==> src/srarq_pkg.sv <==
// Shared types, codes and reset values of the selective-repeat ARQ sender.
`default_nettype none

package srarq_pkg;

  // Field widths fixed by the request, result and configuration formats
  localparam int ID_W       = 7;
  localparam int OP_W       = 2;
  localparam int KIND_W     = 2;
  localparam int TIMEOUT_W  = 8;
  localparam int WINDOW_W   = 4;
  localparam int COUNT_W    = 7;
  localparam int CFG_IDX_W  = 2;
  localparam int CFG_DATA_W = 8;

  // Request operations
  localparam logic [OP_W-1:0] OP_TICK = 2'd0;
  localparam logic [OP_W-1:0] OP_ACK  = 2'd1;
  localparam logic [OP_W-1:0] OP_NACK = 2'd2;

  // Result kinds
  localparam logic [KIND_W-1:0] KIND_FIRST   = 2'd0;
  localparam logic [KIND_W-1:0] KIND_TIMEOUT = 2'd1;
  localparam logic [KIND_W-1:0] KIND_NACK    = 2'd2;
  localparam logic [KIND_W-1:0] KIND_DONE    = 2'd3;

  // Configuration register indexes
  localparam logic [CFG_IDX_W-1:0] CFG_TIMEOUT = 2'd0;
  localparam logic [CFG_IDX_W-1:0] CFG_WINDOW  = 2'd1;
  localparam logic [CFG_IDX_W-1:0] CFG_COUNT   = 2'd2;

  // Configuration reset values
  localparam logic [TIMEOUT_W-1:0] TIMEOUT_RST = 8'd5;
  localparam logic [WINDOW_W-1:0]  WINDOW_RST  = 4'd3;
  localparam logic [COUNT_W-1:0]   COUNT_RST   = 7'd10;

  typedef struct packed {
    logic [OP_W-1:0] operation;
    logic [ID_W-1:0] pkt_num;
  } request_t;

  typedef struct packed {
    logic [ID_W-1:0]   send_id;
    logic [KIND_W-1:0] send_kind;
    logic              last;
  } result_t;

  // Configuration after clamping to legal ranges
  typedef struct packed {
    logic [TIMEOUT_W-1:0] timeout;
    logic [WINDOW_W-1:0]  window;
    logic [COUNT_W-1:0]   count;
  } cfg_eff_t;

endpackage

`default_nettype wire

==> src/selective_repeat_arq_sender.sv <==
// Top level of the selective-repeat ARQ sender: sequencer over ack and timer memories.
//
//   channel   | handshake               | payload
//   ----------+-------------------------+-------------------------------------
//   request   | start, busy             | request (operation, pkt_num)
//   result    | result_valid (strobe)   | result (send_id, send_kind, last)
//   config    | cfg_valid, cfg_ready    | cfg_index, cfg_data
//
// A request is taken when start is high and busy is low. A tick scans the
// in-flight packets (at most MAX_WINDOW) and may then send a new packet; an
// ACK slides the base past acknowledged packets already sent; a NACK resends
// its packet if still unacknowledged. A dropped request leaves busy low.
// Each scanned slot reads the ack bit and timer memories (registered read)
// and then writes back. Synchronous reset clears the control state; the ack
// memory needs no clearing pass because every entry below next_new has been
// written when its packet was first sent. Results are one-cycle strobes that
// cannot be stalled; the final result of a request leaves from a one-entry
// hold register as the request finishes, so it carries last.
`default_nettype none

module selective_repeat_arq_sender #(
  parameter int MAX_PACKETS = 64,
  parameter int MAX_WINDOW  = 8
) (
  input  wire logic                             clk,
  input  wire logic                             rst,
  input  wire logic                             start,
  input  wire srarq_pkg::request_t              request,
  output logic                                  busy,
  output logic                                  result_valid,
  output srarq_pkg::result_t                    result,
  input  wire logic                             cfg_valid,
  output logic                                  cfg_ready,
  input  wire logic [srarq_pkg::CFG_IDX_W-1:0]  cfg_index,
  input  wire logic [srarq_pkg::CFG_DATA_W-1:0] cfg_data
);

  import srarq_pkg::*;

  // The count register is 7 bits, so packet indexes never pass 127
  localparam int CNT_MAX = (MAX_PACKETS < 127) ? MAX_PACKETS : 127;
  localparam int PW      = $clog2(CNT_MAX + 1);
  localparam int AW      = $clog2(CNT_MAX);
  localparam int SW      = (MAX_WINDOW > 1) ? $clog2(MAX_WINDOW) : 1;
  localparam int KW      = $clog2(MAX_WINDOW + 1);

  localparam logic [2:0] S_IDLE     = 3'd0;
  localparam logic [2:0] S_SCAN_RD  = 3'd1;
  localparam logic [2:0] S_SCAN_EV  = 3'd2;
  localparam logic [2:0] S_NEW      = 3'd3;
  localparam logic [2:0] S_NACK_EV  = 3'd4;
  localparam logic [2:0] S_SLIDE_RD = 3'd5;
  localparam logic [2:0] S_SLIDE_EV = 3'd6;
  localparam logic [2:0] S_FLUSH    = 3'd7;

  function automatic logic [SW-1:0] slot_inc(input logic [SW-1:0] s);
    slot_inc = (s == SW'(MAX_WINDOW - 1)) ? '0 : s + 1'b1;
  endfunction

  cfg_eff_t eff;

  logic [2:0]    state;
  logic [PW-1:0] base;
  logic [SW-1:0] base_slot;
  logic [PW-1:0] next_new;
  logic [SW-1:0] next_slot;
  logic          finished;
  logic [PW-1:0] scan_p;
  logic [SW-1:0] scan_slot;
  logic [KW-1:0] scan_k;
  logic [PW-1:0] cur_p;
  logic [ID_W-1:0] cur_id;
  result_t       hold;
  logic          hold_valid;

  // Memory ports
  logic             ack_we;
  logic [AW-1:0]    ack_waddr;
  logic             ack_wdata;
  logic [AW-1:0]    ack_raddr;
  logic             ack_rd;
  logic             tm_we;
  logic [SW-1:0]    tm_waddr;
  logic [TIMEOUT_W-1:0] tm_wdata;
  logic [TIMEOUT_W-1:0] tm_rd;

  // Decode
  logic          accept;
  logic [ID_W-1:0] req_p;
  logic          req_ok;
  logic          scan_end;
  logic          new_ok;
  logic          slide_go;
  logic          base_done;
  logic          nack_ok;
  logic [PW-1:0] nack_dist;
  logic [SW:0]   nack_sum;
  logic [SW-1:0] nack_slot;
  logic          timer_expired;
  logic          emit_en;
  result_t       emit_res;
  logic          flush_out;

  srarq_cfg #(
    .MAX_PACKETS (MAX_PACKETS),
    .MAX_WINDOW  (MAX_WINDOW)
  ) u_cfg (
    .clk       (clk),
    .rst       (rst),
    .cfg_we    (cfg_valid && cfg_ready),
    .cfg_index (cfg_index),
    .cfg_data  (cfg_data),
    .eff       (eff)
  );

  // Acknowledged bit per packet
  srarq_ram #(
    .DEPTH (CNT_MAX),
    .WIDTH (1)
  ) u_ack_ram (
    .clk   (clk),
    .we    (ack_we),
    .waddr (ack_waddr),
    .wdata (ack_wdata),
    .raddr (ack_raddr),
    .rdata (ack_rd)
  );

  // Retransmit timer per window slot
  srarq_ram #(
    .DEPTH (MAX_WINDOW),
    .WIDTH (TIMEOUT_W)
  ) u_timer_ram (
    .clk   (clk),
    .we    (tm_we),
    .waddr (tm_waddr),
    .wdata (tm_wdata),
    .raddr (scan_slot),
    .rdata (tm_rd)
  );

  assign cfg_ready = 1'b1;
  assign busy      = (state != S_IDLE);
  assign accept    = start && !busy;

  // ACK and NACK must name a packet in 1..count that has already been sent
  assign req_p  = request.pkt_num - ID_W'(1);
  assign req_ok = (request.pkt_num != '0) && (request.pkt_num <= eff.count) &&
                  (req_p < ID_W'(next_new));

  assign scan_end  = (scan_k == KW'(MAX_WINDOW)) || (scan_p >= next_new) ||
                     (COUNT_W'(scan_p) >= eff.count);
  assign new_ok    = (COUNT_W'(next_new) < eff.count) &&
                     (8'(next_new) < 8'(base) + 8'(eff.window));
  assign slide_go  = (COUNT_W'(base) < eff.count) && (base < next_new);
  assign base_done = (COUNT_W'(base) >= eff.count);
  assign nack_ok   = !ack_rd && (cur_p >= base);

  // A NACKed packet lies within MAX_WINDOW of the base, so one wrap suffices
  assign nack_dist = cur_p - base;
  assign nack_sum  = (SW+1)'(base_slot) + (SW+1)'(nack_dist);
  assign nack_slot = (nack_sum >= (SW+1)'(MAX_WINDOW)) ?
                     SW'(nack_sum - (SW+1)'(MAX_WINDOW)) : SW'(nack_sum);

  assign timer_expired = (tm_rd <= TIMEOUT_W'(1));
  assign flush_out     = (state == S_FLUSH) && hold_valid;

  // Memory read and write selection
  always_comb begin
    ack_raddr = '0;
    ack_we    = 1'b0;
    ack_waddr = '0;
    ack_wdata = 1'b0;
    tm_we     = 1'b0;
    tm_waddr  = scan_slot;
    tm_wdata  = eff.timeout;
    unique case (state)
      S_IDLE: begin
        ack_raddr = AW'(req_p);
        ack_we    = accept && !finished && (request.operation == OP_ACK) && req_ok;
        ack_waddr = AW'(req_p);
        ack_wdata = 1'b1;
      end
      S_SCAN_RD: begin
        ack_raddr = AW'(scan_p);
      end
      S_SCAN_EV: begin
        tm_we    = !ack_rd;
        tm_waddr = scan_slot;
        tm_wdata = timer_expired ? eff.timeout : tm_rd - TIMEOUT_W'(1);
      end
      S_NEW: begin
        // Writing the fresh packet's ack bit keeps every entry below next_new valid
        ack_we    = new_ok;
        ack_waddr = AW'(next_new);
        ack_wdata = 1'b0;
        tm_we     = new_ok;
        tm_waddr  = next_slot;
      end
      S_NACK_EV: begin
        tm_we    = nack_ok;
        tm_waddr = nack_slot;
      end
      S_SLIDE_RD: begin
        ack_raddr = AW'(base);
      end
      S_SLIDE_EV: ;
      S_FLUSH: ;
    endcase
  end

  // Result produced in this cycle, before it is known whether it is the last
  always_comb begin
    emit_en  = 1'b0;
    emit_res = '{send_id: '0, send_kind: KIND_FIRST, last: 1'b0};
    unique case (state)
      S_SCAN_EV: begin
        if (!ack_rd && timer_expired) begin
          emit_en  = 1'b1;
          emit_res = '{send_id: ID_W'(scan_p) + ID_W'(1), send_kind: KIND_TIMEOUT,
                       last: 1'b0};
        end
      end
      S_NEW: begin
        if (new_ok) begin
          emit_en  = 1'b1;
          emit_res = '{send_id: ID_W'(next_new) + ID_W'(1), send_kind: KIND_FIRST,
                       last: 1'b0};
        end
      end
      S_NACK_EV: begin
        if (nack_ok) begin
          emit_en  = 1'b1;
          emit_res = '{send_id: cur_id, send_kind: KIND_NACK, last: 1'b0};
        end
      end
      S_SLIDE_RD: begin
        if (!slide_go && base_done) begin
          emit_en  = 1'b1;
          emit_res = '{send_id: ID_W'(eff.count), send_kind: KIND_DONE, last: 1'b0};
        end
      end
      S_SLIDE_EV: begin
        if (!ack_rd && base_done) begin
          emit_en  = 1'b1;
          emit_res = '{send_id: ID_W'(eff.count), send_kind: KIND_DONE, last: 1'b0};
        end
      end
      S_IDLE: ;
      S_SCAN_RD: ;
      S_FLUSH: ;
    endcase
  end

  // Sequencer
  always_ff @(posedge clk) begin
    if (rst) begin
      state        <= S_IDLE;
      base         <= '0;
      base_slot    <= '0;
      next_new     <= '0;
      next_slot    <= '0;
      finished     <= 1'b0;
      scan_p       <= '0;
      scan_slot    <= '0;
      scan_k       <= '0;
      hold_valid   <= 1'b0;
      result_valid <= 1'b0;
    end else begin
      // Push the previous held result out when a new one arrives, or the held one as the last in the flush state
      result_valid <= (emit_en && hold_valid) || flush_out;
      if (emit_en) begin
        hold_valid <= 1'b1;
      end else if (flush_out) begin
        hold_valid <= 1'b0;
      end

      unique case (state)
        S_IDLE: begin
          if (accept && !finished) begin
            priority if (request.operation == OP_TICK) begin
              scan_p    <= base;
              scan_slot <= base_slot;
              scan_k    <= '0;
              state     <= S_SCAN_RD;
            end else if (request.operation == OP_ACK && req_ok) begin
              state <= S_SLIDE_RD;
            end else if (request.operation == OP_NACK && req_ok) begin
              state <= S_NACK_EV;
            end else begin
              // Drop unknown operations and ids out of range or never sent
              state <= S_IDLE;
            end
          end
        end
        S_SCAN_RD: begin
          state <= scan_end ? S_NEW : S_SCAN_EV;
        end
        S_SCAN_EV: begin
          scan_p    <= scan_p + 1'b1;
          scan_slot <= slot_inc(scan_slot);
          scan_k    <= scan_k + 1'b1;
          state     <= S_SCAN_RD;
        end
        S_NEW: begin
          if (new_ok) begin
            next_new  <= next_new + 1'b1;
            next_slot <= slot_inc(next_slot);
          end
          state <= S_FLUSH;
        end
        S_NACK_EV: begin
          state <= S_FLUSH;
        end
        S_SLIDE_RD: begin
          if (slide_go) begin
            state <= S_SLIDE_EV;
          end else begin
            finished <= base_done;
            state    <= S_FLUSH;
          end
        end
        S_SLIDE_EV: begin
          if (ack_rd) begin
            base      <= base + 1'b1;
            base_slot <= slot_inc(base_slot);
            state     <= S_SLIDE_RD;
          end else begin
            finished <= base_done;
            state    <= S_FLUSH;
          end
        end
        S_FLUSH: begin
          state <= S_IDLE;
        end
      endcase
    end
  end

  // Request operands and result payload
  always_ff @(posedge clk) begin
    if (state == S_IDLE) begin
      cur_p  <= PW'(req_p);
      cur_id <= request.pkt_num;
    end
    if (emit_en) begin
      if (hold_valid) begin
        result <= hold;
      end
      hold <= emit_res;
    end else if (flush_out) begin
      result <= '{send_id: hold.send_id, send_kind: hold.send_kind, last: 1'b1};
    end
  end

endmodule

`default_nettype wire

==> src/srarq_ram.sv <==
// Simple dual-port synchronous RAM with registered read data.
`default_nettype none

module srarq_ram #(
  parameter int DEPTH = 8,
  parameter int WIDTH = 8
) (
  input  wire logic                                 clk,
  input  wire logic                                 we,
  input  wire logic [((DEPTH > 1) ? $clog2(DEPTH) : 1)-1:0] waddr,
  input  wire logic [WIDTH-1:0]                     wdata,
  input  wire logic [((DEPTH > 1) ? $clog2(DEPTH) : 1)-1:0] raddr,
  output logic      [WIDTH-1:0]                     rdata
);

  logic [WIDTH-1:0] mem [DEPTH];

  always_ff @(posedge clk) begin
    if (we) begin
      mem[waddr] <= wdata;
    end
    rdata <= mem[raddr];
  end

endmodule

`default_nettype wire

==> src/srarq_cfg.sv <==
// Configuration registers and their clamped effective values.
`default_nettype none

module srarq_cfg #(
  parameter int MAX_PACKETS = 64,
  parameter int MAX_WINDOW  = 8
) (
  input  wire logic                                 clk,
  input  wire logic                                 rst,
  input  wire logic                                 cfg_we,
  input  wire logic [srarq_pkg::CFG_IDX_W-1:0]      cfg_index,
  input  wire logic [srarq_pkg::CFG_DATA_W-1:0]     cfg_data,
  output srarq_pkg::cfg_eff_t                       eff
);

  import srarq_pkg::*;

  logic [TIMEOUT_W-1:0] timeout_ticks;
  logic [WINDOW_W-1:0]  win_len;
  logic [COUNT_W-1:0]   pkt_total;

  always_ff @(posedge clk) begin
    if (rst) begin
      timeout_ticks <= TIMEOUT_RST;
      win_len       <= WINDOW_RST;
      pkt_total     <= COUNT_RST;
    end else if (cfg_we) begin
      unique case (cfg_index)
        CFG_TIMEOUT: timeout_ticks <= cfg_data[TIMEOUT_W-1:0];
        CFG_WINDOW:  win_len       <= cfg_data[WINDOW_W-1:0];
        CFG_COUNT:   pkt_total     <= cfg_data[COUNT_W-1:0];
        default: ;
      endcase
    end
  end

  // Zero acts as one; oversized values saturate at the built-in limits
  always_comb begin
    eff.timeout = (timeout_ticks == '0) ? TIMEOUT_W'(1) : timeout_ticks;

    if (win_len == '0) begin
      eff.window = WINDOW_W'(1);
    end else if (32'(win_len) > 32'(MAX_WINDOW)) begin
      eff.window = WINDOW_W'(MAX_WINDOW);
    end else begin
      eff.window = win_len;
    end

    if (pkt_total == '0) begin
      eff.count = COUNT_W'(1);
    end else if (32'(pkt_total) > 32'(MAX_PACKETS)) begin
      eff.count = COUNT_W'(MAX_PACKETS);
    end else begin
      eff.count = pkt_total;
    end
  end

endmodule

`default_nettype wire

==> config.mk <==
export PLATFORM = sky130hd
export DESIGN_NAME = selective_repeat_arq_sender
export DESIGN_NICKNAME = d
export VERILOG_FILES = /design/src/srarq_pkg.sv /design/src/selective_repeat_arq_sender.sv /design/src/srarq_ram.sv /design/src/srarq_cfg.sv
export SDC_FILE = /design/constraint.sdc
export NUM_CORES = 1
export LEC_CHECK = 0
export BUFFER_PORTS_ARGS = -buffer_cell sky130_fd_sc_hd__buf_2
export CAP_MARGIN = 20
export CORE_ASPECT_RATIO = 1.75
export CORE_MARGIN = 3
export CORE_UTILIZATION = 65
export DETAILED_ROUTE_END_ITERATION = 16
export GPL_TIMING_DRIVEN = 0
export PLACE_DENSITY = 0.93
export SYNTH_ARGS = -nofsm -noshare
export SYNTH_HDL_FRONTEND = slang
export SYNTH_SLANG_ARGS = --single-unit
==> constraint.sdc <==
create_clock -name clk -period 10.8 [get_ports clk]
set_clock_uncertainty 0.2 [all_clocks]
set_input_delay 0.54 -clock clk [delete_from_list [all_inputs] [get_ports clk]]
set_output_delay 0.54 -clock clk [all_outputs]
set_load 0.005 [all_outputs]
==> flow_results.org, run 1 <==
** Synth
- In this run, synthesis inferred 161 flip-flops with an integrated enable.
- Most instantiated flip-flop cell in the synthesis netlist :: sky130_fd_sc_hd__edfxtp_1
- The number of nets in the synthesized netlist is 1226.
- Summed over all instances, the cell type with the most area after synthesis is sky130_fd_sc_hd__edfxtp_1.
- Synth Warn # :: 0
- Ranked by total cell area, the synthesized netlist is headed by sky130_fd_sc_hd__edfxtp_1 (39%), sky130_fd_sc_hd__dfxtp_1 (11%), sky130_fd_sc_hd__ha_1 (8.0%).
- Averaged over all synthesized cells, the footprint is 11.0 sq um.
- Synthesis inferred 229 register bits.
- In the synthesized netlist the async set-or-reset flop fraction comes to 0.
- Counting distinct cell types in the post-synthesis netlist gives 80.
- In this run the cell area of the synthesized design comes to 0.0123 sq mm.
- Fraction of post-synthesis cell area in the top cell type by area :: 0.392
- The share of the Yosys chip area taken by registers is 0.503.
- Synthesis produced a netlist whose cell count is 1121.

** Power
- VDD sags by at most 0.157 mV.
- Summed over all cells, the static leakage comes to 5.00 nW.
- Cell area power density :: 164 mW/mm^2

** Clock network
- CTS Buffer Depth :: 3
- Clock insertion delay at the later pin of the skew report :: 510 ps
- After clock tree synthesis, the flow added hold-fix buffers numbering 0.
- In this run, post-CTS repair resized a total of 0 instances.
- TritonCTS clock tree :: yes
- CTS Sinks :: 229
- TritonCTS buffer count :: 21
- Post-CTS timing repair inserted 0 buffers for setup.
- The root buffer cell chosen for the clock tree is sky130_fd_sc_hd__clkbuf_16.
- In this run the number of H-tree levels came out at 1.
- After clock tree synthesis, the clock-pin slew on the worst setup and hold paths is 70 ps.

** Place
- At the end of routability-driven placement, the weighted congestion stood at 1.04.
- Buffers placed on the I/O ports in this run total 33.
- Dpl hpwl :: 24600 um

** Floorplan
- Core area :: 0.0186 sq mm
- The die covers 0.0207 sq mm.
- Std cell rows :: 66
- Starting density of the core :: 0.663
- # IOs :: 36
- The floorplan step set the die height to 188 um.
- Die span in x :: 110 um

** STA
- Final period demand of the worst path :: 5020 ps
- Measured against its own limit, the worst slew margin works out to 0.304.
- Static timing analysis puts the maximum clock frequency at 199 MHz.
- Number of pins with negative max-slew slack in the final report :: 0
- Setup repair after global routing left no endpoint under its margin.
- Dividing the final minimum period by the clock period gives 0.465.
- For the pin with the worst max-slew slack, the measured transition is 1030 ps.
- Setup TNS Final :: 0 ps
- Fin. Hold Viols :: 0
- Final-report setup violation count :: 0

** Global routing
- The number of global-route vias before repair came to 9560.
- GR Util All Layers :: 0.333
- For this run the aggregate overflow at the end of global routing stands at 0.
- Entering global routing, the biggest net connects 46 pins.
- First-pass GRT wire length :: 52000 um
- Initial antenna violation count :: 0

** Setup path
- Worst path max stage delay :: 880 ps
- Crit path max fanout :: 10
- Critical-path cell with the highest stage delay :: sky130_fd_sc_hd__a31oi_1
- Endpoint of the worst register-to-register path :: result[1]$_DFFE_PP_
- Critical path's most frequent cell :: sky130_fd_sc_hd__nor2_1
- Measured in cells, the most critical reg-to-reg path has a length of 14.
- STA puts the critical path data required time at 10720 ps.
- Walking the worst path, the cells encountered are ha_1 > fa_1 > a21oi_1 > nor2_1 > nor2_1 > nor2_1 > xnor2_1 > ha_1 > nor4_1 > o21ai_0 > a211oi_4 > buf_6 > a21oi_2 > a31oi_1.
- Kind of critical path :: flip-flop to flip-flop
- The worst setup path is launched from a flip-flop.
- The worst setup path is captured at a flip-flop.
- Crit path arrival time :: 4940 ps
- In this run the register-to-register setup slack is 5780 ps.
- The startpoint identified for the worst register-to-register timing path is base[0]$_SDFFE_PP0P_.

** Cells and area
- Compared with the post-synthesis result, the final layout area differs by 10.1%.
- Top library cells by usage in the layout, fill and taps aside :: sky130_fd_sc_hd__edfxtp_1 (161), sky130_fd_sc_hd__nor2_1 (138), sky130_fd_sc_hd__ha_1 (79), sky130_fd_sc_hd__nand2_1 (78), sky130_fd_sc_hd__dfxtp_1 (68)
- Core occupancy in the finished layout :: 0.730
- Fill cell count :: 1287
- Multi-input logic area :: 0.00569 sq mm
- Of the cells placed in the final design, the portion with a size suffix greater than 1 is 0.115.
- The number of antenna diodes in the final layout is 0.
- Registers take 0.00620 sq mm.
- The library cell used most frequently in the layout, excluding fill and tap cells, is sky130_fd_sc_hd__edfxtp_1.
- At the end of the flow, the number of nets in the layout was 1289.

** Run status
- The flow ran to the end, and the final reports show no timing, DRC or antenna violations.

** Route
- Drt initial violations :: 820
- Drt via density :: 6.59
- Drt total wl :: 33600 um
- The first TritonRoute pass finished after 6 iterations.
- Remaining DRCs :: 0
- Routed vias :: 9463
- Average wire per cell in the routed design :: 23.4 um
- Count of nets left with antenna violations after detail routing :: 0

** Min path
- Launch instance of the worst min-delay path :: request[6]
- Number of cells on the worst hold path :: 1
- The worst hold path belongs to the class primary input to flip-flop.
- The worst hold path terminates at cur_id[6]$_DFFE_PP_.

** Run
- Count of max-cap constraint violations :: 0
[per-stage QoR]
stage / power [mW] / cell area (sq um) / hold WS [ps] / std cells / setup slack [ps]
2_1_floorplan: 1.32 / 12300 / 200 / 1121 / 6480
3_3_place_gp: 1.42 / 12800 / 201 / 1392 / 5410
3_5_place_dp: 1.44 / 12900 / 206 / 1398 / 5890
4_1_cts: 2.21 / 13600 / 71.9 / 1435 / 5840
5_1_grt: 2.30 / 13600 / 80.0 / 1436 / 5460
6_report: 2.22 / 13600 / 78.1 / 1436 / 5780
[state kept, by name, indices dropped and copies added (netlist names)]
register / flops
next_new: 7
result: 10
u_cfg.win_len: 4
hold: 9
u_timer_ram.mem: 64
u_cfg.timeout_ticks: 8
cur_id: 7
state: 3
scan_k: 4
hold_valid: 1
u_ack_ram.rdata: 1
base_slot: 3
cur_p: 7
scan_slot: 3
result_valid: 1
finished: 1
base: 7
u_ack_ram.mem: 64
u_timer_ram.rdata: 8
next_slot: 3
u_cfg.pkt_total: 7
scan_p: 7
[cell families (layout without fill, tap and decap cells)]
group           count (synthesis)  count (layout)  share of synthesized area
other cells                     1               1                   0.000304
simple gates                  377             377                      0.147
mux                            71              71                     0.0750
fa+ha+maj                      82              82                     0.0851
compound gates                215             215                      0.125
xor+xnor                       39              39                     0.0288
buf+inv                       107             184                     0.0364
flops                         229             229                      0.503
[routing by layer]
layer / wire (um) / up-vias / global-route usage
li1: - / 4255 / -
met1: 11300 / 4560 / 0.362
met2: 17400 / 479 / 0.582
met3: 2120 / 169 / 0.0417
met4: 2860 / 0 / 0.232
met5: 0 / - / 0
[layout make-up]
cell class | instances | share of cell area
plain buffers | 52 | 0.0179
clock buffers | 26 | 0.0409
clock inverters | 11 | 0.0114
inverters | 55 | 0.0152
multi-input cells | 785 | 0.420
flip-flops and latches | 229 | 0.457
well taps | 238 | 0.0220
repair buffers | 40 | 0.0162
[how the worst max path moves through the flow]
stage | endpoint | startpoint
after global routing | result[1]$_DFFE_PP_ | base[0]$_SDFFE_PP0P_
final | result[1]$_DFFE_PP_ | base[0]$_SDFFE_PP0P_
after CTS | result[1]$_DFFE_PP_ | base[1]$_SDFFE_PP0P_
after detailed placement | result[8]$_DFFE_PP_ | base[0]$_SDFFE_PP0P_
after floorplan | u_timer_ram.mem[2][0]$_DFFE_PP_ | u_cfg.win_len[1]$_SDFFE_PP1P_
after global placement | u_timer_ram.mem[2][6]$_DFFE_PP_ | base[0]$_SDFFE_PP0P_
[synth_stat cells (5+ instances only)]
cell / n
sky130_fd_sc_hd__and2_1: 9
sky130_fd_sc_hd__mux2i_1: 44
sky130_fd_sc_hd__ha_1: 79
sky130_fd_sc_hd__mux2_2: 11
sky130_fd_sc_hd__mux4_2: 16
sky130_fd_sc_hd__a21o_1: 18
sky130_fd_sc_hd__xnor2_1: 30
sky130_fd_sc_hd__o31ai_1: 5
sky130_fd_sc_hd__a22oi_1: 11
sky130_fd_sc_hd__and3_1: 9
sky130_fd_sc_hd__nor2b_1: 28
sky130_fd_sc_hd__clkbuf_1: 28
sky130_fd_sc_hd__a21boi_0: 5
sky130_fd_sc_hd__o311ai_0: 5
sky130_fd_sc_hd__inv_1: 53
sky130_fd_sc_hd__a221oi_1: 7
sky130_fd_sc_hd__buf_2: 14
sky130_fd_sc_hd__nand2b_1: 20
sky130_fd_sc_hd__edfxtp_1: 161
sky130_fd_sc_hd__a211oi_1: 15
sky130_fd_sc_hd__dfxtp_1: 68
sky130_fd_sc_hd__nand2_1: 78
sky130_fd_sc_hd__a211o_1: 7
sky130_fd_sc_hd__o211ai_1: 20
sky130_fd_sc_hd__nor3_1: 27
sky130_fd_sc_hd__o21ai_0: 29
sky130_fd_sc_hd__xor2_1: 8
sky130_fd_sc_hd__nand3_1: 27
sky130_fd_sc_hd__nor3b_1: 8
sky130_fd_sc_hd__nor2_1: 138
sky130_fd_sc_hd__or2_2: 5
sky130_fd_sc_hd__a21oi_1: 47
sky130_fd_sc_hd__nor4_1: 8
[critical path, delay by kind of cell, from the launching register on]
family / cells / cell delay, ps
AO/OA/AOI/OAI: 5 / 2000
XOR/XNOR: 1 / 130
adder cells (fa/ha/maj): 3 / 950
buffers and inverters: 1 / 270
flip-flops: 1 / 500
AND/OR/NAND/NOR: 4 / 600
[power breakdown]
group / leakage (nW) / switching, mW / internal (mW) / total (mW)
logic: 2.62 / 0.265 / 0.149 / 0.413
clock network: 0.344 / 0.325 / 0.460 / 0.785
registers: 2.04 / 0.0267 / 0.999 / 1.03
total: 5.00 / 0.616 / 1.61 / 2.22
No activity file was read; power rests on OpenSTA's default activity.
==> inputs of run 2 (changes only) <==
Settings changed: CORE_UTILIZATION 65 to 57, PLACE_DENSITY 0.93 to 0.87.
Clock period 10.8 ns to 4.5 ns, I/O delays scaled along.
==> run 2 against run 1 <==
Compared with the run above: setup slack got worse by 5600 ps; critical path depth increased by 1; die area increased by 13%; via count decreased by 0.61%; clock power increased by 130%; critical endpoint is now u_timer_ram.mem[6][7]$_DFFE_PP_; power increased by 140%; count of clock-buffer cells in the layout unchanged.
==> flow_results.org, run 2 (synthesis results as in run 1) <==
** Floorplan
- The number of cell rows is 70 (+6.1%).
- Starting density of the core :: 0.584 (-0.0794)
- The I/O pin total came to 36 (unchanged).
- The total die area is 0.0235 sq mm (+13%).
- The die width was 117 um (+6.4%).
- Y dimension of the die :: 201 um (+6.6%)
- The core area was 0.0211 sq mm (+14%).

** STA
- Final-report setup violation count :: 0 (unchanged)
- The final-report hold violation count is 0 (unchanged).
- Worst max-slew margin expressed relative to the limit :: 0.171 (-0.133)
- Number of pins with negative max-slew slack in the final report :: 0 (unchanged)
- The setup total negative slack came to 0 ps (unchanged).
- The maximum achievable frequency was 230 MHz (+16%).
- Worst setup slack after layout :: 154 ps (-5630 ps)
- The final critical path time including I/O delays and setup is 4350 ps (-674 ps).
- The slew at the pin with the worst max-slew slack came to 1220 ps (+191 ps).
- The fraction of the cycle the final worst path needs was 0.966 (+0.501).

** Cells and area
- Diode insertion count for antenna repair :: 0 (unchanged)
- Leaving out fill and tap cells, the most frequent cell in the layout is sky130_fd_sc_hd__edfxtp_1.
- In the final layout, the registers with the most flip-flops are u_ack_ram.mem (64), u_timer_ram.mem (64), result (10).
- The end-of-flow core utilization was 0.657 (-0.0728).
- Number of nets in the final layout :: 1310 (+1.6%)
- Layout overhead on the synthesized area :: 12.6%
- The fraction of layout instances using a drive strength above 1 came to 0.124 (+0.00878).
- Post-route standard cell area excluding fillers :: 0.0139 sq mm (+2.3%)
- Top library cells by usage in the layout, fill and taps aside :: sky130_fd_sc_hd__edfxtp_1 (161), sky130_fd_sc_hd__nor2_1 (135), sky130_fd_sc_hd__ha_1 (79), sky130_fd_sc_hd__nand2_1 (78), sky130_fd_sc_hd__dfxtp_1 (67)

** Route
- The final wirelength is 33600 um (about the same).
- The routed wire length per instance was 22.3 um (-4.7%).
- Drt initial violations :: 778 (-5.1%)
- Remaining DRCs :: 0 (unchanged)
- The vias after detailed routing was 9405 (-0.61%).
- First-pass iteration count of the detailed router :: 8 (+2)
- Drt via density :: 6.25 (-5.2%)
- The remaining number of nets flagged by the antenna check after routing came to 0 (unchanged).

** Run
- The number of max-cap violations came to 0 (unchanged).

** Clock network
- Clock slew seen by the registers of the worst setup and hold paths :: 70 ps (about the same)
- TritonCTS built the clock tree.
- TritonCTS buffer count :: 21 (unchanged)
- The clock tree buffer depth was 3 (unchanged).
- H-tree depth :: 1 (unchanged)
- The clock sink total was 229 (unchanged).
- Clock insertion delay at the later pin of the skew report :: 510 ps (about the same)
- CTS root buffer :: sky130_fd_sc_hd__clkbuf_16

** Place
- Placement Setup Slack :: -387 ps (-6280 ps)
- Final weighted congestion of routability-driven global placement :: 1.05 (+0.59%)
- The HPWL reported at the end of detailed placement was 24500 um (-0.51%).
- IO Port Bufs :: 33 (unchanged)
- The placed cell area was 0.0129 sq mm (+0.49%).

** Power
- The cell leakage power came to 5.09 nW (+1.8%).
- The power density over the cells was 380 mW/mm^2 (+130%).
- Max IR drop VDD :: 0.303 mV (+93%)
- The overall power was 5.27 mW (+140%).

** Setup path
- The arrival time at the worst endpoint came to 4280 ps (-660 ps).
- The maximum net fanout on the critical path came to 10 (unchanged).
- The critical path in this run is classified as flip-flop to flip-flop.
- Worst endpoint required time :: 4430 ps (-6290 ps)
- Kind of capture point of the worst setup path :: flip-flop
- The worst setup path is launched from a flip-flop.

** Global routing
- The global-route wire length before repair was 52100 um (+0.16%).
- The number of antenna violations at the first check in global routing came to 0 (unchanged).
- Maximum number of pins on one net before global-route repair :: 42 (-8.7%)
- Overflow left after global routing :: 0 (unchanged)
- The overall routing resource usage came to 0.290 (-0.0432).
- Number of global-route vias before repair :: 9651 (+0.95%)

** Min path
- The worst hold path belongs to the class primary input to flip-flop.

** Run status
- The flow ran to the end, and the final reports show no timing, DRC or antenna violations.
[run 2: cell count changes in the layout (fill, tap and decap cells not counted), moves of 2 or more]
cell / before / now
sky130_fd_sc_hd__nor2_2: 0 / 3
sky130_fd_sc_hd__nor3b_1: 8 / 5
sky130_fd_sc_hd__nor3b_2: 0 / 3
sky130_fd_sc_hd__clkinv_1: 4 / 2
sky130_fd_sc_hd__clkinv_4: 1 / 3
sky130_fd_sc_hd__nor2_1: 138 / 135
sky130_fd_sc_hd__bufinv_16: 4 / 2
sky130_fd_sc_hd__buf_12: 1 / 3
sky130_fd_sc_hd__dlygate4sd3_1: 0 / 18
[run 2: cell type report]
class,count,area [sq um]
Buffer,52,245
Clock buffer,26,554
Clock inverter,10,116
Fill cell,1534,7230
Inverter,55,206
Multi-Input combinational cell,785,5750
Sequential cell,229,6200
Tap cell,288,360
Timing Repair Buffer,61,448
[run 2: metal layers]
| layer | track usage | up-vias | routed length [um] |
|---|---|---|---|
| met1 | 0.304 | 4452 | 11200 |
| met4 | 0.215 | 0 | 3140 |
| li1 | - | 4301 | - |
| met2 | 0.500 | 461 | 17200 |
| met3 | 0.0498 | 191 | 2090 |
| met5 | 0 | - | 0 |
[run 2: power by group]
group          internal, mW  switching [mW]
Sequential             2.40          0.0681
Combinational         0.372           0.644
Clock                 0.998           0.794
Total                  3.77            1.51
[run 2: final timing paths]
kind | slack [ps] | depth (start not counted) | startpoint | end
setup / recovery | 150 | 15 | base[0]$_SDFFE_PP0P_ | u_timer_ram.mem[6][7]$_DFFE_PP_
hold / removal | 40 | 3 | cfg_valid | u_cfg.win_len[0]$_SDFFE_PP1P_
setup reg to reg | 150 | 15 | base[0]$_SDFFE_PP0P_ | u_timer_ram.mem[6][7]$_DFFE_PP_
hold reg to reg | 220 | 0 | hold[6]$_DFFE_PP_ | result[6]$_DFFE_PP_
[run 2: repair_timing]
item	4_1_cts	5_1_grt
hold buffers	18	0
gates resized for setup	3	10
buffers inserted	2	1
pin swaps	1	2
endpoints found under the hold margin	32	0
setup endpoints to repair	55	105
[run 2: through the flow]
step	hold slack [ps]	instances
final	37.7	1506
after global routing	41.1	1506
after CTS	25.8	1504
after detailed placement	205	1448
after global placement	201	1442
after floorplan	124	1121
[run 2: worst max-delay path, stage by stage (launching register included)]
cell	delay [ps]
sky130_fd_sc_hd__dfxtp_1	510
sky130_fd_sc_hd__ha_1	340
sky130_fd_sc_hd__fa_1	410
sky130_fd_sc_hd__a21oi_1	140
sky130_fd_sc_hd__nor2_1	60
sky130_fd_sc_hd__nor2_2	140
sky130_fd_sc_hd__xnor2_1	150
sky130_fd_sc_hd__ha_1	250
sky130_fd_sc_hd__o21ai_0	210
sky130_fd_sc_hd__nand2b_1	90
sky130_fd_sc_hd__a21oi_1	190
sky130_fd_sc_hd__a41oi_2	100
sky130_fd_sc_hd__a211oi_4	320
sky130_fd_sc_hd__buf_12	170
sky130_fd_sc_hd__a211oi_4	90
sky130_fd_sc_hd__nor2_1	620
==> inputs of run 3 (changes only) <==
Settings changed: CORE_UTILIZATION 57 to 50, PLACE_DENSITY 0.87 to 0.79.
==> run 3 against run 2 <==
Compared with the run above: cell count up 1.5%; via count down 2.5%; sequential cell count unchanged; power up 0.12%; largest cell class unchanged.
==> flow_results.org, run 3 (synthesis results as in run 1) <==
** Clock network
- CTS Sinks :: 229 (unchanged)
- CTS root buffer :: sky130_fd_sc_hd__clkbuf_16
- The clock transition at the registers of the reported paths came to 70 ps (about the same).
- The number of CTS-inserted buffers came to 21 (unchanged).
- The H-tree depth reported by CTS is 1 (unchanged).
- The clock latency of the later-clocked register in the worst-skew pair came to 520 ps (about the same).
- TritonCTS clock tree :: yes
- The clock tree buffer depth was 3 (unchanged).

** Route
- Drt via density :: 6.00 (-3.9%)
- The routed wire length per instance came to 21.9 um (-1.8%).
- The final wirelength came to 33500 um (-0.32%).
- The vias after detailed routing is 9171 (-2.5%).
- The remaining number of nets flagged by the antenna check after routing is 0 (unchanged).
- Remaining DRCs :: 0 (unchanged)
- First-pass iteration count of the detailed router :: 5 (-3)
- Drt initial violations :: 525 (-33%)

** STA
- Fin. Hold Viols :: 0 (unchanged)
- The fraction of the cycle the final worst path needs is 0.963 (-0.00234).
- The slew at the pin with the worst max-slew slack came to 1180 ps (-40.8 ps).
- The count of final max-slew check failures is 0 (unchanged).
- Worst max-slew margin expressed relative to the limit :: 0.198 (+0.0277)
- Setup repair after global routing left no endpoint under its margin.
- The setup violation total in the final timing report is 0 (unchanged).
- The maximum achievable frequency is 231 MHz (+0.24%).
- Setup TNS Final :: 0 ps (unchanged)
- The setup slack after layout came to 165 ps (+10.5 ps).
- The final critical path time including I/O delays and setup was 4340 ps (-10.5 ps).

** Power
- Part of the total power dissipated in sequential elements :: 0.467 (about the same)
- The switching power came to 1.49 mW (-1.2%).
- The switching share of power came to 0.282 (-0.00385).
- Max IR drop VDD :: 0.201 mV (-34%)
- The part of the total power dissipated in the clock network came to 0.343 (+0.003).
- The power density over the cells came to 380 mW/mm^2 (-0.16%).
- The portion of total power attributed to combinational logic came to 0.190 (-0.003).
- The cell-internal power is 3.79 mW (+0.66%).
- Power after layout :: 5.28 mW (+0.12%)
- The cell leakage power is 5.10 nW (about the same).

** Global routing
- The number of global-route vias before repair was 9353 (-3.1%).
- GR Util All Layers :: 0.251 (-0.0383)
- The global-route wire length before repair came to 52000 um (-0.25%).
- The number of antenna violations at the first check in global routing came to 0 (unchanged).
- The total congestion overflow is 0 (unchanged).
- The largest net degree at the start of global routing is 61 (+45%).

** Setup path
- Worst-case reg-to-reg path depth :: 13 (-2)
- The maximum net fanout on the critical path came to 11 (+1).
- The arrival time at the worst endpoint came to 4360 ps (+80 ps).
- Kind of critical path :: flip-flop to flip-flop
- The stage delay of the slowest cell on the critical path is 520 ps (-100 ps).
- The signal on the critical path passes through clkinv_1 > nand2_1 > ha_1 > a21oi_1 > nor2b_1 > o21ai_0 > or4b_4 > a211oi_4 > buf_6 > buf_6 > a21oi_2 > a31oi_4 > buf_12.
- The required time of the worst setup path is 4530 ps (+100 ps).
- Among all stages on the critical path, the largest delay is contributed by sky130_fd_sc_hd__or4b_4.
- Critical path's most frequent cell :: sky130_fd_sc_hd__buf_6
- STA classifies the critical path startpoint as a flip-flop.
- The worst setup path is captured at a flip-flop.

** Floorplan
- The die width is 125 um (+6.4%).
- Core area :: 0.0241 sq mm (+14%)
- # IOs :: 36 (unchanged)
- Area enclosed by the die boundary :: 0.0266 sq mm (+13%)
- Y dimension of the die :: 214 um (+6.6%)
- The initial core utilization is 0.511 (-0.0729).
- The number of cell rows came to 75 (+7.1%).

** Cells and area
- Biggest regs :: u_ack_ram.mem (64), u_timer_ram.mem (64), result (10)
- Most frequent standard cell in the layout excluding fill and tap cells :: sky130_fd_sc_hd__edfxtp_1
- Fill cell count :: 1975 (+29%)
- Final non-filler cell total :: 1528 (+1.5%)
- Layout overhead on the synthesized area :: 12.9%
- The antenna cell count is 0 (unchanged).
- Fraction of layout instances using a drive strength above 1 :: 0.127 (+0.00308)
- Top library cells by usage in the layout, fill and taps aside :: sky130_fd_sc_hd__edfxtp_1 (161), sky130_fd_sc_hd__nor2_1 (134), sky130_fd_sc_hd__ha_1 (79), sky130_fd_sc_hd__nand2_1 (77), sky130_fd_sc_hd__dfxtp_1 (66)
- The number of nets in the layout came to 1310 (unchanged).

** Place
- Final weighted congestion of routability-driven global placement :: 1.01 (-3.5%)
- Placement Setup Slack :: -460 ps (-72.4 ps)
- IO Port Bufs :: 33 (unchanged)
- The total instance count after detailed placement is 1468 (+1.4%).
- The HPWL reported at the end of detailed placement came to 25200 um (+2.9%).

** Run
- The number of max-cap violations was 0 (unchanged).

** Run status
- Outcome :: finished, final reports clean

** Min path
- Hold Crit Class :: primary input to flip-flop
- The count of cells along the worst hold path came to 3 (unchanged).
run 3: layout make-up:
class | instances | area, sq um | area share
Timing Repair Buffer | 61 | 439 | 0.0316
Clock inverter | 5 | 58.8 | 0.00423
Buffer | 52 | 243 | 0.0174
Inverter | 55 | 206 | 0.0148
Multi-Input combinational cell | 785 | 5750 | 0.413
Sequential cell | 229 | 6200 | 0.446
Tap cell | 308 | 385 | 0.0277
Clock buffer | 33 | 631 | 0.0453
run 3: final timing paths:
kind	from	end	slack (ps)
max	u_cfg.pkt_total[6]$_SDFFE_PP0P_	result[4]$_DFFE_PP_	160
min	request[7]	state[0]$_SDFFE_PP0P_	10
max reg2reg	u_cfg.pkt_total[6]$_SDFFE_PP0P_	result[4]$_DFFE_PP_	160
min reg2reg	hold[6]$_DFFE_PP_	result[6]$_DFFE_PP_	220
run 3: metrics by stage:
| step | utilization | hold WS [ps] | area [sq um] |
|---|---|---|---|
| 2_1_floorplan | - | 124 | 12300 |
| 3_3_place_gp | 0.534 | 201 | 12900 |
| 3_5_place_dp | 0.536 | 207 | 12900 |
| 4_1_cts | 0.574 | 2.66 | 13800 |
| 5_1_grt | 0.577 | 5.03 | 13900 |
| 6_report | 0.577 | 12.5 | 13900 |
run 3: power groups by stage:
stage / registers [mW] / clock network (mW) / logic [mW]
global placement: 2.52 / 0 / 0.925
CTS: 2.46 / 1.84 / 0.987
finish: 2.47 / 1.81 / 1.00
detailed placement: 2.51 / 0 / 0.967
floorplan: 2.48 / 0 / 0.684
global route: 2.47 / 1.92 / 1.10
run 3: layer usage:
metal / global-route usage / part of all wire / wire length (um)
met4: 0.190 / 0.086 / 2880
met3: 0.0307 / 0.047 / 1560
met5: 0 / 0 / 0
met2: 0.478 / 0.53 / 17900
met1: 0.248 / 0.33 / 11200
run 3: repair_timing:
| action | CTS | global route |
|---|---|---|
| pin swaps | 1 | 2 |
| hold buffers | 18 | 0 |
| resized for setup | 3 | 13 |
| buffers inserted | 1 | 2 |
| hold endpoints to repair | 31 | 0 |
| endpoints found under the setup margin | 52 | 122 |
run 3: worst max-delay path, delay by kind of cell (launching register included):
kind	cells	cell delay (ps)
buf+inv	4	1010
simple gates	3	1070
compound gates	5	1030
fa+ha+maj	1	320
flops	1	400
